===== src/rtl/keyed_debounce_timer_table_macros.svh =====
// assertion macros shared by the timer table rtl
`ifndef KEYED_DEBOUNCE_TIMER_TABLE_MACROS_SVH
`define KEYED_DEBOUNCE_TIMER_TABLE_MACROS_SVH

// same-cycle implication, clocked on clk, off during reset
`define KDTT_ASSERT_NOW(lbl, ante, cons, msg) \
  lbl: assert property (@(posedge clk) disable iff (!rst_n) (ante) |-> (cons)) \
    else $error(msg);

// next-cycle implication, clocked on clk, off during reset
`define KDTT_ASSERT_NEXT(lbl, ante, cons, msg) \
  lbl: assert property (@(posedge clk) disable iff (!rst_n) (ante) |=> (cons)) \
    else $error(msg);

`endif


===== src/rtl/kdtt_pkg.sv =====
// types and constants of the keyed timer table
package kdtt_pkg;

  localparam int SLOTS  = 16;
  localparam int KEY_W  = 16;
  localparam int TIME_W = 16;

  localparam logic FUNC_SCHED = 1'b0;
  localparam logic FUNC_TICK  = 1'b1;

  localparam logic STATUS_OK   = 1'b0;
  localparam logic STATUS_FULL = 1'b1;

  // one timer entry as held by a cell
  typedef struct packed {
    logic              vld;
    logic              pend;
    logic [KEY_W-1:0]  key;
    logic [TIME_W-1:0] rem;
  } ent_t;

  typedef enum logic [2:0] {
    OP_HOLD     = 3'd0,
    OP_SHR      = 3'd1,
    OP_SHL      = 3'd2,
    OP_SET      = 3'd3,
    OP_PEND     = 3'd4,
    OP_COLLAPSE = 3'd5
  } cell_op_t;

  // command broadcast to every cell
  typedef struct packed {
    cell_op_t          op;
    logic [KEY_W-1:0]  key;
    logic [TIME_W-1:0] delay;
  } cell_cmd_t;

  typedef enum logic [2:0] {
    ST_IDLE = 3'b001,
    ST_TICK = 3'b010,
    ST_DONE = 3'b100
  } state_t;

endpackage


===== src/rtl/kdtt_if.sv =====
// valid/ready channel interfaces for input and result items
interface kdtt_in_if import kdtt_pkg::*; ();
  logic              valid;
  logic              ready;
  logic              func;
  logic [KEY_W-1:0]  task_id;
  logic [TIME_W-1:0] delay;
  logic [TIME_W-1:0] elapsed;

  modport source (output valid, func, task_id, delay, elapsed, input ready);
  modport sink   (input valid, func, task_id, delay, elapsed, output ready);
endinterface

interface kdtt_out_if import kdtt_pkg::*; ();
  logic             valid;
  logic             ready;
  logic             status;
  logic             fired;
  logic [KEY_W-1:0] fired_id;
  logic             last;

  modport source (output valid, status, fired, fired_id, last, input ready);
  modport sink   (input valid, status, fired, fired_id, last, output ready);
endinterface


===== src/rtl/kdtt_cell.sv =====
// one slot of the timer chain: holds an entry, trades it with its neighbors
module kdtt_cell import kdtt_pkg::*; (
  input  logic      clk,
  input  logic      rst_n,
  input  cell_cmd_t cmd,
  input  ent_t      left_in,
  input  ent_t      right_in,
  output ent_t      ent_o,
  output logic      match_o
);

  logic              vld_r, vld_nxt;
  logic              pend_r, pend_nxt;
  logic [KEY_W-1:0]  key_r, key_nxt;
  logic [TIME_W-1:0] rem_r, rem_nxt;

  assign match_o = vld_r && (key_r == cmd.key);

  always_comb begin
    vld_nxt  = vld_r;
    pend_nxt = pend_r;
    key_nxt  = key_r;
    rem_nxt  = rem_r;
    unique case (cmd.op)
      OP_HOLD: ;
      OP_SHR: begin
        vld_nxt  = left_in.vld;
        pend_nxt = left_in.pend;
        key_nxt  = left_in.key;
        rem_nxt  = left_in.rem;
      end
      OP_SHL: begin
        vld_nxt  = right_in.vld;
        pend_nxt = right_in.pend;
        key_nxt  = right_in.key;
        rem_nxt  = right_in.rem;
      end
      OP_SET: begin
        if (match_o) begin
          rem_nxt = cmd.delay;
        end
      end
      OP_PEND: pend_nxt = vld_r;
      OP_COLLAPSE: begin
        // only the unvisited part closes up; its last cell becomes a hole
        if (pend_r) begin
          if (right_in.pend) begin
            vld_nxt  = right_in.vld;
            pend_nxt = right_in.pend;
            key_nxt  = right_in.key;
            rem_nxt  = right_in.rem;
          end else begin
            vld_nxt  = 1'b0;
            pend_nxt = 1'b0;
          end
        end
      end
      default: ;
    endcase
  end

  always_ff @(posedge clk) begin
    if (!rst_n) begin
      vld_r  <= 1'b0;
      pend_r <= 1'b0;
    end else begin
      vld_r  <= vld_nxt;
      pend_r <= pend_nxt;
    end
  end

  always_ff @(posedge clk) begin
    key_r <= key_nxt;
    rem_r <= rem_nxt;
  end

  assign ent_o = '{vld: vld_r, pend: pend_r, key: key_r, rem: rem_r};

endmodule


===== src/rtl/keyed_debounce_timer_table.sv =====
// top level of the keyed one-shot timer table
//
//  channel   dir  fields                                handshake
//  in_ch     in   func, task_id, delay, elapsed         valid/ready
//  out_ch    out  status, fired, fired_id, last         valid/ready
//
// a schedule item: all cells compare the key at once, then either one cell
// reloads its time, the chain shifts toward the tail, or, when full, nothing moves.
// a tick marks every live entry pending, then walks the head: fired entries
// collapse out, survivors rotate to the tail, empty slots rotate out; the head
// cell is the only one examined, one entry per cycle unless a full result
// register stalls it, and fired ids leave at most one per cycle.
// synchronous active-low reset empties the table; key and time are not reset.
// a full result register stalls the walk; a new item is taken only when idle.
`include "keyed_debounce_timer_table_macros.svh"

module keyed_debounce_timer_table import kdtt_pkg::*; (
  input logic       clk,
  input logic       rst_n,
  kdtt_in_if.sink   in_ch,
  kdtt_out_if.source out_ch
);

  localparam logic [SLOTS-1:0] VEC_ONE = {{(SLOTS-1){1'b0}}, 1'b1};

  state_t            state_r, state_nxt;
  logic [TIME_W-1:0] el_r, el_nxt;
  logic              hold_v_r, hold_v_nxt;
  logic [KEY_W-1:0]  hold_id_r, hold_id_nxt;

  logic              out_v_r, out_v_nxt;
  logic              out_st_r, out_st_nxt;
  logic              out_fi_r, out_fi_nxt;
  logic [KEY_W-1:0]  out_id_r, out_id_nxt;
  logic              out_last_r, out_last_nxt;

  cell_cmd_t         cmd;
  ent_t              ent_arr   [SLOTS];
  ent_t              left_arr  [SLOTS];
  ent_t              right_arr [SLOTS];
  logic [SLOTS-1:0]  vld_vec, pend_vec, match_vec;
  ent_t              new_ent, tail_ent, head;

  logic in_acc, out_free, any_match, full, fire;

  assign in_acc   = in_ch.valid && in_ch.ready;
  assign out_free = !out_v_r || out_ch.ready;
  assign head     = ent_arr[0];

  assign new_ent  = '{vld: 1'b1, pend: 1'b0, key: in_ch.task_id, rem: in_ch.delay};
  // head re-enters at the tail; an unvisited survivor takes off the elapsed time
  assign tail_ent = '{vld: head.vld, pend: 1'b0, key: head.key,
                      rem: head.pend ? (head.rem - el_r) : head.rem};

  always_comb begin
    for (int i = 0; i < SLOTS; i++) begin
      vld_vec[i]  = ent_arr[i].vld;
      pend_vec[i] = ent_arr[i].pend;
      left_arr[i]  = (i == 0) ? new_ent : ent_arr[(i == 0) ? 0 : i - 1];
      right_arr[i] = (i == SLOTS - 1) ? tail_ent : ent_arr[(i == SLOTS - 1) ? i : i + 1];
    end
  end

  for (genvar g = 0; g < SLOTS; g++) begin : g_cell
    kdtt_cell u_cell (
      .clk      (clk),
      .rst_n    (rst_n),
      .cmd      (cmd),
      .left_in  (left_arr[g]),
      .right_in (right_arr[g]),
      .ent_o    (ent_arr[g]),
      .match_o  (match_vec[g])
    );
  end

  assign any_match = |match_vec;
  assign full      = vld_vec[SLOTS-1];
  assign fire      = head.pend && (head.rem <= el_r);

  always_comb begin
    state_nxt    = state_r;
    el_nxt       = el_r;
    hold_v_nxt   = hold_v_r;
    hold_id_nxt  = hold_id_r;
    out_v_nxt    = out_v_r && !out_ch.ready;
    out_st_nxt   = out_st_r;
    out_fi_nxt   = out_fi_r;
    out_id_nxt   = out_id_r;
    out_last_nxt = out_last_r;
    cmd.op       = OP_HOLD;
    cmd.key      = in_ch.task_id;
    cmd.delay    = in_ch.delay;

    unique case (state_r)
      ST_IDLE: begin
        if (in_acc) begin
          if (in_ch.func == FUNC_TICK) begin
            cmd.op    = OP_PEND;
            el_nxt    = in_ch.elapsed;
            state_nxt = ST_TICK;
          end else begin
            if (any_match) begin
              cmd.op = OP_SET;
            end else if (!full) begin
              cmd.op = OP_SHR;
            end
            out_v_nxt    = 1'b1;
            out_st_nxt   = (!any_match && full) ? STATUS_FULL : STATUS_OK;
            out_fi_nxt   = 1'b0;
            out_id_nxt   = '0;
            out_last_nxt = 1'b1;
          end
        end
      end
      ST_TICK: begin
        if (head.pend) begin
          if (!fire) begin
            cmd.op = OP_SHL;
          end else if (!hold_v_r || out_free) begin
            // the previous fired id is known not to be last now
            cmd.op = OP_COLLAPSE;
            if (hold_v_r) begin
              out_v_nxt    = 1'b1;
              out_st_nxt   = STATUS_OK;
              out_fi_nxt   = 1'b1;
              out_id_nxt   = hold_id_r;
              out_last_nxt = 1'b0;
            end
            hold_v_nxt  = 1'b1;
            hold_id_nxt = head.key;
          end
        end else if (head.vld || !(|vld_vec)) begin
          state_nxt = ST_DONE;
        end else begin
          // rotate the empty slots out from in front of the survivors
          cmd.op = OP_SHL;
        end
      end
      ST_DONE: begin
        if (out_free) begin
          out_v_nxt    = 1'b1;
          out_st_nxt   = STATUS_OK;
          out_fi_nxt   = hold_v_r;
          out_id_nxt   = hold_v_r ? hold_id_r : '0;
          out_last_nxt = 1'b1;
          hold_v_nxt   = 1'b0;
          state_nxt    = ST_IDLE;
        end
      end
      default: state_nxt = ST_IDLE;
    endcase
  end

  always_ff @(posedge clk) begin
    if (!rst_n) begin
      state_r  <= ST_IDLE;
      hold_v_r <= 1'b0;
      out_v_r  <= 1'b0;
    end else begin
      state_r  <= state_nxt;
      hold_v_r <= hold_v_nxt;
      out_v_r  <= out_v_nxt;
    end
  end

  always_ff @(posedge clk) begin
    el_r       <= el_nxt;
    hold_id_r  <= hold_id_nxt;
    out_st_r   <= out_st_nxt;
    out_fi_r   <= out_fi_nxt;
    out_id_r   <= out_id_nxt;
    out_last_r <= out_last_nxt;
  end

  assign in_ch.ready     = (state_r == ST_IDLE) && out_free;
  assign out_ch.valid    = out_v_r;
  assign out_ch.status   = out_st_r;
  assign out_ch.fired    = out_fi_r;
  assign out_ch.fired_id = out_id_r;
  assign out_ch.last     = out_last_r;

  // between items the live entries sit packed from the head
  `KDTT_ASSERT_NOW(a_packed_idle, state_r == ST_IDLE,
    ((vld_vec + VEC_ONE) & vld_vec) == '0, "live entries not packed at head")
  `KDTT_ASSERT_NOW(a_no_pend_idle, state_r == ST_IDLE,
    pend_vec == '0 && !hold_v_r, "tick leftovers while idle")
  `KDTT_ASSERT_NEXT(a_tick_starts, in_acc && in_ch.func == FUNC_TICK,
    state_r == ST_TICK && pend_vec == $past(vld_vec), "tick did not mark entries")
  `KDTT_ASSERT_NOW(a_nofire_last, out_ch.valid && !out_ch.fired,
    out_ch.last && out_ch.fired_id == '0, "empty result must be last")

endmodule

===== src/flat_wrapper.sv =====
// flat-port wrapper written by rule: the top's interface ports become plain ports
module keyed_debounce_timer_table_flat import kdtt_pkg::*;
  (clk, rst_n, in_ch_valid, in_ch_func, in_ch_task_id, in_ch_delay, in_ch_elapsed, in_ch_ready, out_ch_valid, out_ch_status, out_ch_fired, out_ch_fired_id, out_ch_last, out_ch_ready);
  kdtt_in_if in_ch_i ();
  kdtt_out_if out_ch_i ();
  input logic clk;
  input logic rst_n;
  input wire logic [$bits(in_ch_i.valid)-1:0] in_ch_valid;
  input wire logic [$bits(in_ch_i.func)-1:0] in_ch_func;
  input wire logic [$bits(in_ch_i.task_id)-1:0] in_ch_task_id;
  input wire logic [$bits(in_ch_i.delay)-1:0] in_ch_delay;
  input wire logic [$bits(in_ch_i.elapsed)-1:0] in_ch_elapsed;
  output wire logic [$bits(in_ch_i.ready)-1:0] in_ch_ready;
  output wire logic [$bits(out_ch_i.valid)-1:0] out_ch_valid;
  output wire logic [$bits(out_ch_i.status)-1:0] out_ch_status;
  output wire logic [$bits(out_ch_i.fired)-1:0] out_ch_fired;
  output wire logic [$bits(out_ch_i.fired_id)-1:0] out_ch_fired_id;
  output wire logic [$bits(out_ch_i.last)-1:0] out_ch_last;
  input wire logic [$bits(out_ch_i.ready)-1:0] out_ch_ready;
  assign in_ch_i.valid = in_ch_valid;
  assign in_ch_i.func = in_ch_func;
  assign in_ch_i.task_id = in_ch_task_id;
  assign in_ch_i.delay = in_ch_delay;
  assign in_ch_i.elapsed = in_ch_elapsed;
  assign in_ch_ready = in_ch_i.ready;
  assign out_ch_valid = out_ch_i.valid;
  assign out_ch_status = out_ch_i.status;
  assign out_ch_fired = out_ch_i.fired;
  assign out_ch_fired_id = out_ch_i.fired_id;
  assign out_ch_last = out_ch_i.last;
  assign out_ch_i.ready = out_ch_ready;
  keyed_debounce_timer_table u_core (.clk(clk), .rst_n(rst_n), .in_ch(in_ch_i), .out_ch(out_ch_i));
endmodule

===== config.mk =====
export PLATFORM = sky130hd
export DESIGN_NAME = keyed_debounce_timer_table_flat
export DESIGN_NICKNAME = d
export VERILOG_FILES = /design/src/rtl/kdtt_pkg.sv /design/src/rtl/kdtt_if.sv /design/src/rtl/kdtt_cell.sv /design/src/rtl/keyed_debounce_timer_table.sv /design/src/flat_wrapper.sv
export VERILOG_INCLUDE_DIRS = /design/src /design/src/rtl
export SDC_FILE = /design/constraint.sdc
export NUM_CORES = 1
export LEC_CHECK = 0
export CORE_MARGIN = 4
export CORE_UTILIZATION = 50
export CTS_BUF_LIST = sky130_fd_sc_hd__clkbuf_16
export DETAILED_ROUTE_END_ITERATION = 7
export DONT_BUFFER_PORTS = 1
export PLACE_DENSITY = 0.75
export RECOVER_POWER = 50
export SLEW_MARGIN = 10
export SYNTH_ARGS = -nofsm -noshare
export SYNTH_HDL_FRONTEND = slang
export SYNTH_SLANG_ARGS = --single-unit

===== constraint.sdc =====
create_clock -name clk -period 5.39 [get_ports clk]
set_input_delay 0.539 -clock clk [delete_from_list [all_inputs] [get_ports clk]]
set_output_delay 0.539 -clock clk [all_outputs]
set_load 0.01 [all_outputs]

==> out/metrics.cfg <==
[logic_synthesis]
syn_inst=2732
yosys.area_share.simple=0.164
synth_compound_area_frac=0.120
synth_area_mm2=0.0306
yosys_warnings=0
synth_edf_count=563
synth_cell_types=79
synthXorXnorAreaFrac=0.0769
synth_most_common_cell=nand2_1
synth_area_leaders=edfxtp_1, nand2_1, a221o_1
synth_top_area_frac=0.552
synth_common_cells=nand2_1, edfxtp_1, xor2_1, a221o_1, buf_2
yosysTopAreaCell=edfxtp_1
synth_top_family_by_area=simple AND/OR/NAND/NOR gates
synth_seq_area_share=0.576
synth.area.mux_share=0.00854
synth-adder-area-share=0.00719
syn_nets=2802
synth_async_sr_flop_share=0
syn_area_per_cell_um2=11.2
ys.flop_type=edfxtp_1
ys_ff_latch=600

[critical_path]
crit_chain=xor2_1 -> nor4_1 -> nand2_1 -> or4bb_1 -> nand4_4 -> nor4_1 -> clkbuf_1 -> nor2_4 -> clkbuf_2 -> and2_4 -> a221o_1
startpoint_type=flop
critical_path_class=flop to flop
crit_family=simple AND/OR/NAND/NOR gates
slowest_stage=nor2_4
crit_fanout=18
arrival_ns=5.35
max_stage_delay_ns=0.80
cp.required_ns=5.86
cp_common_cell=nor4_1
end_kind=flop
critical_path_buf_inv_count=2

[sta]
fin_setup_tns_ns=0
worstMarginPinSlew_ns=2.08
slew_violations=34
setup_viol=0
finalClockSkew_ns=0.0255
hold_viol_final=0
min_period_ns=4.89
slew_headroom=-0.387
fin_crit_sh=0.907
rsz0062_at_grt=false
setup_slack_ns=0.503
max_freq_mhz=205

[power_and_ir_drop]
power_leakage_uw=0.0126
p_per_area_mw_per_mm2=334
irDropWorstVdd_uv=213

[routing]
drt_wl_total_mm=87.5
vias=22799
drcViolationCount=0
wire_per_inst_um=25.0
detail-route-antenna-nets=0
vias_per_cell=6.52
drtIter0Drc=3592
dr.pass1.iters=6

[floorplan]
core_mm2=0.0605
ioPinCount=74
start_util=0.506
rows=90
dieArea_mm2=0.0652
die_width_um=255
die_height_um=255

[clock_network]
cts_buffer_depth=3
clkTransAtPathRegs_ns=0.06
post_cts_buffers=0
cts_buffers=67
clk_latency_ns=0.62
post_cts_resized=0
holdBufCountCts=9
cts-root-buf=clkbuf_16
cts_num_sinks=600
cts_htree_levels=3
tritoncts=done

[cells_and_area]
drive_above_1_share=0.0733
fill_cells=4927
num-nets-final=2735
syn_to_final_growth_pct=8.60

[placed_design]
dp_slack_ns=0.915
gp_congestion=0.925
place_hpwl_mm=57.2
portBuffers=0

[grt]
grt_pass1_wl_mm=132
first_global_vias=22213
antenna_found_initial=1
grt_max_degree=189
grt_overflow=0
track_usage=0.257

[run_status]
violations=max-capacitance violations, max-slew violations
status=finished, violations left

[job]
cap_violations=1

[min_path]
min-delay-path-class=input pin to flop

cell usage in the layout (no fill, tap or decap), drive strengths merged, types with 11 or more instances in the layout:
master   netlist  routed
o21ai         32      32
xor2         243     243
xnor2         24      24
dfxtp         37      37
clkbuf        47      91
nor2          45      45
mux2i         25      25
clkinv         1      24
inv           31      43
a22oi         13      13
nand2        899     899
a211o         12      12
nand4         30      30
a22o          11      11
nor4          54      54
edfxtp       563     563
a21o          13      13
nor3          28      28
nand3         14      14
a21oi         58      58
nand4bb       13      13
ha            16      16
buf          158      40
a221o        224     224
and2          32      32
a211oi        25      25
logic make-up after synthesis:
| logic type | Yosys count |
|---|---|
| multiplexers | 26 |
| flip-flops | 600 |
| AND/OR/NAND/NOR | 1150 |
| buffers and inverters | 237 |
| adder cells (fa/ha/maj) | 17 |
| AO/OA/AOI/OAI | 435 |
| XOR/XNOR | 267 |
state kept, by name, summed over array words and instances, names as in the netlist:
register	cells
u_core.el_r	16
u_core.g_cell.u_cell.key_r	256
u_core.g_cell.u_cell.pend_r	16
u_core.g_cell.u_cell.rem_r	256
u_core.g_cell.u_cell.vld_r	16
u_core.hold_id_r	16
u_core.hold_v_r	1
u_core.out_ch.fired	1
u_core.out_ch.fired_id	16
u_core.out_ch.last	1
u_core.out_ch.status	1
u_core.out_ch.valid	1
u_core.state_r	3
area by class of cell:
| class | count | area, µm² | area share |
|---|---|---|---|
| multi-input combinational | 1895 | 11700 | 0.351 |
| timing repair buffer | 69 | 548 | 0.0165 |
| clock buffer | 71 | 1780 | 0.0534 |
| sequential | 600 | 17600 | 0.531 |
| clock inverter | 48 | 490 | 0.0148 |
| tap | 782 | 978 | 0.0294 |
| inverter | 32 | 120 | 0.00361 |
| antenna | 1 | 2.50 | 0.0000753 |
final timing paths:
check	start	end	slack [ns]	cells past startpoint
worst max-delay path	u_core.g_cell[4].u_cell.key_r[11]	u_core.g_cell[8].u_cell.rem_r[7]	0.50	11
worst min-delay path	in_ch_elapsed[8]	u_core.el_r[8]	0.03	0
worst max register to register	u_core.g_cell[4].u_cell.key_r[11]	u_core.g_cell[8].u_cell.rem_r[7]	0.50	11
worst min register to register	u_core.hold_id_r[9]	u_core.out_ch.fired_id[9]	0.52	1
stage by stage:
step                      total power, µW  hold WS [ns]  std cells  instance area (µm²)  utilization
final                               11100        0.0293       3498                33200        0.550
after global routing                11400       0.00514       3497                33200        0.550
after CTS                           11100       0.00139       3497                33400        0.552
after detailed placement             6390         0.507       3369                31000        0.513
after global placement               6350         0.507       3369                31000        0.513
after floorplan                      6160         0.484       2732                30600            -
worst register-to-register path, cell delays in order, from the launching register on:
cell	delay, ns
edfxtp_1	0.44
xor2_1	0.17
nor4_1	0.63
nand2_1	0.10
or4bb_1	0.68
nand4_4	0.15
nor4_1	0.09
clkbuf_1	0.38
nor2_4	0.80
clkbuf_2	0.74
and2_4	0.40
a221o_1	0.18
power breakdown:
| part | leakage, µW | total, µW | switching, µW | internal, µW |
|---|---|---|---|---|
| Combinational | 0.00590 | 737 | 444 | 293 |
| Sequential | 0.00551 | 5580 | 212 | 5370 |
| Clock | 0.00114 | 4770 | 1940 | 2830 |
metal layers:
layer | vias to the layer above | GRT usage | part of all wire
met2 | 1622 | 0.398 | 0.45
met4 | 2 | 0.112 | 0.046
met1 | 11109 | 0.350 | 0.39
met5 | - | 0 | 0.00016
met3 | 281 | 0.0566 | 0.11
li1 | 9785 | - | -
No activity file was read; power rests on OpenSTA's default activity.
